### src/pqme_pkg.sv
// Shared types and constants for the peaceable queens move evaluator.
// Used by the controller, the datapath and the top level; depends on nothing.
package pqme_pkg;

	localparam int CELL_W       = 5;   // bits of one board cell (0 empty, 1..31 colour)
	localparam int SCORE_W      = 34;  // signed width of the reported score
	localparam int WEIGHT_SHIFT = 16;  // score weight of the smallest army, 256*256

	localparam logic [1:0] CMD_CLEAR = 2'd0;
	localparam logic [1:0] CMD_PLACE = 2'd1;
	localparam logic [1:0] CMD_TRY   = 2'd2;

	localparam logic [1:0] REG_COLOURS = 2'd0;
	localparam logic [1:0] REG_SIZE    = 2'd1;
	localparam logic [1:0] REG_MODE    = 2'd2;

	typedef enum logic [12:0] {
		S_IDLE      = 13'b0000000000001,
		S_DECODE    = 13'b0000000000010,
		S_LOADROW   = 13'b0000000000100,
		S_CHECK     = 13'b0000000001000,
		S_ROWSCAN   = 13'b0000000010000,
		S_COLS      = 13'b0000000100000,
		S_COLDRAIN  = 13'b0000001000000,
		S_ARMY      = 13'b0000010000000,
		S_ARMYDRAIN = 13'b0000100000000,
		S_BAD       = 13'b0001000000000,
		S_DECIDE    = 13'b0010000000000,
		S_COMMITB   = 13'b0100000000000,
		S_FIN       = 13'b1000000000000
	} state_t;

	typedef struct packed {
		logic latch;
		logic rd_row;
		logic load_row;
		logic idx_clr;
		logic acc_clr;
		logic row_step;
		logic col_step;
		logic army_step;
		logic calc_bad;
		logic clear;
		logic commit_a;
		logic commit_b;
		logic flag_wr;
		logic flag_acc;
		logic flag_imp;
		logic finish;
	} dp_cmd_t;

	typedef struct packed {
		logic cmd_clear;
		logic cmd_pt;
		logic cmd_place;
		logic op_err;
		logic same;
		logic idx_last_n;
		logic idx_last_c;
		logic any_army;
		logic clr_imp;
		logic new_ge;
		logic new_gt;
	} dp_status_t;

endpackage

### src/pqme_ctrl.sv
// Sequencer of the move evaluator: one-hot state machine issuing datapath commands.
// Depends on pqme_pkg for the state, command and status types.
module pqme_ctrl (
	input  logic                  clk,
	input  logic                  arst_n,
	input  logic                  start,
	output logic                  busy,
	input  pqme_pkg::dp_status_t  st,
	output pqme_pkg::dp_cmd_t     cmd
);

	pqme_pkg::state_t state_q, state_d;

	always_ff @(posedge clk or negedge arst_n) begin
		if (!arst_n) begin
			state_q <= pqme_pkg::S_IDLE;
		end else begin
			state_q <= state_d;
		end
	end

	assign busy = (state_q != pqme_pkg::S_IDLE);

	always_comb begin
		cmd     = '0;
		state_d = state_q;
		case (state_q)
			pqme_pkg::S_IDLE: begin
				if (start) begin
					cmd.latch = 1'b1;
					state_d   = pqme_pkg::S_DECODE;
				end
			end
			pqme_pkg::S_DECODE: begin
				if (st.cmd_clear) begin
					cmd.clear    = 1'b1;
					cmd.flag_wr  = 1'b1;
					cmd.flag_acc = st.any_army;
					cmd.flag_imp = st.clr_imp;
					state_d      = pqme_pkg::S_FIN;
				end else if (!st.cmd_pt || st.op_err) begin
					cmd.flag_wr = 1'b1;
					state_d     = pqme_pkg::S_FIN;
				end else begin
					cmd.rd_row = 1'b1;
					state_d    = pqme_pkg::S_LOADROW;
				end
			end
			pqme_pkg::S_LOADROW: begin
				cmd.load_row = 1'b1;
				state_d      = pqme_pkg::S_CHECK;
			end
			pqme_pkg::S_CHECK: begin
				if (st.same) begin
					cmd.flag_wr = 1'b1;
					state_d     = pqme_pkg::S_FIN;
				end else begin
					cmd.idx_clr = 1'b1;
					cmd.acc_clr = 1'b1;
					state_d     = pqme_pkg::S_ROWSCAN;
				end
			end
			pqme_pkg::S_ROWSCAN: begin
				cmd.row_step = 1'b1;
				if (st.idx_last_n) begin
					cmd.idx_clr = 1'b1;
					state_d     = pqme_pkg::S_COLS;
				end
			end
			pqme_pkg::S_COLS: begin
				cmd.col_step = 1'b1;
				if (st.idx_last_n) begin
					state_d = pqme_pkg::S_COLDRAIN;
				end
			end
			pqme_pkg::S_COLDRAIN: begin
				cmd.idx_clr = 1'b1;
				state_d     = pqme_pkg::S_ARMY;
			end
			pqme_pkg::S_ARMY: begin
				cmd.army_step = 1'b1;
				if (st.idx_last_c) begin
					state_d = pqme_pkg::S_ARMYDRAIN;
				end
			end
			pqme_pkg::S_ARMYDRAIN: begin
				state_d = pqme_pkg::S_BAD;
			end
			pqme_pkg::S_BAD: begin
				cmd.calc_bad = 1'b1;
				state_d      = pqme_pkg::S_DECIDE;
			end
			pqme_pkg::S_DECIDE: begin
				cmd.flag_wr = 1'b1;
				if (st.cmd_place || st.new_ge) begin
					cmd.commit_a = 1'b1;
					cmd.flag_acc = 1'b1;
					cmd.flag_imp = st.new_gt;
					state_d      = pqme_pkg::S_COMMITB;
				end else begin
					state_d = pqme_pkg::S_FIN;
				end
			end
			pqme_pkg::S_COMMITB: begin
				cmd.commit_b = 1'b1;
				state_d      = pqme_pkg::S_FIN;
			end
			pqme_pkg::S_FIN: begin
				cmd.finish = 1'b1;
				state_d    = pqme_pkg::S_IDLE;
			end
			default: begin
				state_d = pqme_pkg::S_IDLE;
			end
		endcase
	end

endmodule

### config.mk
export PLATFORM = sky130hd
export DESIGN_NAME = pqme_ctrl
export DESIGN_NICKNAME = d
export VERILOG_FILES = /design/src/pqme_pkg.sv /design/src/pqme_ctrl.sv
export SDC_FILE = /design/constraint.sdc
export NUM_CORES = 1
export LEC_CHECK = 0
export ABC_CLOCK_PERIOD_IN_PS = 3300
export BUFFER_PORTS_ARGS = -buffer_cell sky130_fd_sc_hd__buf_2
export CORE_ASPECT_RATIO = 0.6
export CORE_MARGIN = 4
export CORE_UTILIZATION = 40
export CTS_CLUSTER_DIAMETER = 150
export DETAILED_ROUTE_END_ITERATION = 7
export PLACE_DENSITY = 0.66
export SETUP_SLACK_MARGIN = 0.1
export SYNTH_ARGS = -nofsm -noshare
export SYNTH_HDL_FRONTEND = slang
export SYNTH_SLANG_ARGS = --single-unit
### constraint.sdc
create_clock -name clk -period 3.3 [get_ports clk]
set_input_delay 0.165 -clock clk [delete_from_list [all_inputs] [get_ports clk]]
set_output_delay 0.165 -clock clk [all_outputs]
set_load 0.05 [all_outputs]
==> metrics.txt <==
total power density per cell area=546 nW/µm²; synth warn=0; max-cap viol count=0; largest net degree at the start of global routing=15; number of logic stages on the critical path including buffering=5; per-cell routed wire length=13.6 µm; post-synthesis cell area=951 µm²; layout cells sized above 1=29.9%; Root Buffer Master=clkbuf_8; library cell with the largest summed area after synthesis=dfrtp_1; I/O pins=31; family with the most delay on the worst path=simple AND/OR/NAND/NOR gates; Final Hold Vio Count=0; number of antenna cells inserted=0; total via count in the routed design=927; worst-case clock skew=0.00126 ns; Post-synth top cells=dfrtp_1, nor3_1, nor2_1, nor3b_1, inv_1; height of the chip=45.8 µm; number of search-and-repair iterations in the first detailed-routing pass=4; largest registers=state_q (13); gate count after technology mapping=109; Finish-stage setup viols=0; total track usage=15.5%; Avg Cell Area, Syn=8.72 µm²; overflow left after global routing=0; type of the worst setup path=reg -> out; adder-cell area share of the yosys netlist=0%; flip-flop count of the largest register after layout=13; path category of the worst min-delay check=in -> reg; Cells on Worst Hold Path=2; dominant synthesized flop cell=dfrtp_1; total wirelength of the detailed-routed design=2270 µm; dpl ws=1.06 ns; share of the synthesized area in compound gates (AO/OA/AOI/OAI)=13.3%; fraction of post-synthesis cell area in the top cell type by area=31.6%; cells traversed along the worst timing path=nor4_1, nand4_1, nor3_1, a22o_1, buf_2; register bit count reported by yosys=13; initial core utilization=43.0%; share of cell area taken by muxes after synthesis=2.11%; Area growth syn-to-layout=21.3%; RSZ-0062 raised after global routing=no; post-route ant nets=0; kind of capture point of the worst setup path=output port; cells on worst reg2reg path=4; Clock Tree Buf Depth=2; overall die width=70.9 µm; clock sink count=13; number of buffers created by CTS=3; unique cell type count in the Yosys netlist=41; H-tree level count=1; Critical-path top delay cell=dfrtp_1; XOR/XNOR share of the synthesized area=3.68%; Simple-Gate Fraction of Synth Area=40.4%; worst slew slack as a fraction of its limit=55.9%; ys async rst share=100%; Crit Reg-Reg Startpoint=state_q[5]; minimum setup slack among reg-to-reg paths=1.35 ns; quantity of I/O buffers inserted on ports=30; syn nets=123; total DRC errors in the routed layout=0; highest cell delay on the worst timing path=0.52 ns; CTS tree=built; CP startpoint kind=register; RD Place Congestion=0.842; crit path DAT=2.32 ns; dominant combinational cell family by area after synthesis=simple AND/OR/NAND/NOR gates; first-pass GRT wire length=3910 µm; HPWL after DPL=1800 µm; launch instance of the worst min-delay path=start; Least-Margin Pin Slew=0.652 ns; post-layout total power=0.630 mW; slack of the critical path=0.816 ns; dominant cell by count in the synthesized netlist=dfrtp_1; Max Fanout on Critical Path=14; Crit path buffers/inverters=1; number of max-slew violations in the final report=0; achievable frequency=403 MHz; vias in the first global route=859; worst ir drop on vdd=0.290 mV; drt first-iter violations=68; status=completed; Vias per Instance=5.55; Final min period=2.48 ns; r2r endpoint=state_q[0]; net count of the finished layout=152; accumulated negative setup slack=0 ns; Worst Hold Endpoint=state_q[0]; leakage=0.558 nW; core region area=2210 µm²; Worst-path clk slew=0.06 ns; sequential area share after synthesis=34.3%; register ranked first by flip-flop count=state_q; Worst-Skew Late Latency=0.25 ns; CP Data Required Time=3.13 ns; initial antenna violation count=0; total number of placement rows=13; Synth area leaders=dfrtp_1, nor3_1, nor3b_1; crit share post-route=75.3%; overall die area=3250 µm²; number of enable flip-flop cells after synthesis=0
[cell type report]
class,instances,area (µm²)
Inverter,5,18.8
Timing Repair Buffer,31,160
Tap cell,30,37.5
Multi-Input combinational cell,84,566
Clock buffer,4,45.0
Fill cell,216,1060
Sequential cell,13,327
[cells by family (layout without fill, tap and decap cells)]
logic type      Yosys count  count (layout)
simple gates             60              60
xor+xnor                  4               4
flops                    13              13
buf+inv                  12              40
compound gates           18              18
mux                       2               2
[stage by stage]
step	util, %	hold WS [ns]	cells	area (µm²)
5_1_grt	52.1	0.165	167	1150
3_5_place_dp	49.7	0.0732	162	1100
4_1_cts	52.1	0.162	167	1150
2_1_floorplan	-	-0.131	109	951
6_report	52.1	0.165	167	1150
3_3_place_gp	49.7	0.0764	162	1100
[where the power goes]
part	leakage [nW]	internal, mW	switching, mW
Sequential	0.177	0.178	0.0256
Clock	0.0228	0.0855	0.0606
Combinational	0.358	0.0927	0.187
[cell usage in the layout, fill, tap and decap left out]
master and instances:
o21ai_1 1, or3b_2 1, buf_2 30, inv_1 5, or4_4 3, a22o_1 1, nor4b_1 3, nor3_1 11
dfrtp_1 12, nor2_1 9, or4_2 1, mux2i_1 2, dlygate4sd3_1 1, xor2_1 4, a32oi_1 1, a21oi_1 2
clkbuf_8 3, a21o_1 1, and2_1 3, o22ai_1 1, and3_1 4, o41ai_1 1, nor3_4 1, clkbuf_1 1
and4_1 2, nor3b_1 6, or3_4 1, o221ai_1 1, nand3_1 4, a211oi_1 2, a211o_1 1, nand4b_1 1
o2111ai_1 1, nand4_1 2, nor4_1 4, nand2_1 3, dfstp_2 1, o21ai_0 4, nand2b_1 1, a32o_1 1
[metal layers]
metal  vias up  GRT usage [%]  wire length, µm
met2        34           21.7              925
met1       417           23.6             1160
li1        474              -                -
met3         2           4.63              174
met5         -              0                0
met4         0           2.25                6
[how the worst max path moves through the flow]
stage / start / end
floorplan: state_q[8] / cmd[12]
global placement: state_q[5] / cmd[1]
detailed placement: state_q[5] / cmd[1]
CTS: state_q[5] / cmd[1]
global route: state_q[5] / cmd[1]
finish: state_q[5] / cmd[1]
[timing repair]
| action | 4_1_cts | 5_1_grt |
|---|---|---|
| gates resized for setup | 0 | 0 |
| endpoints found under the hold margin | 12 | 0 |
| buffers inserted | 0 | 0 |
| hold buffers | 1 | 0 |
(Power assumes the default switching activity.)
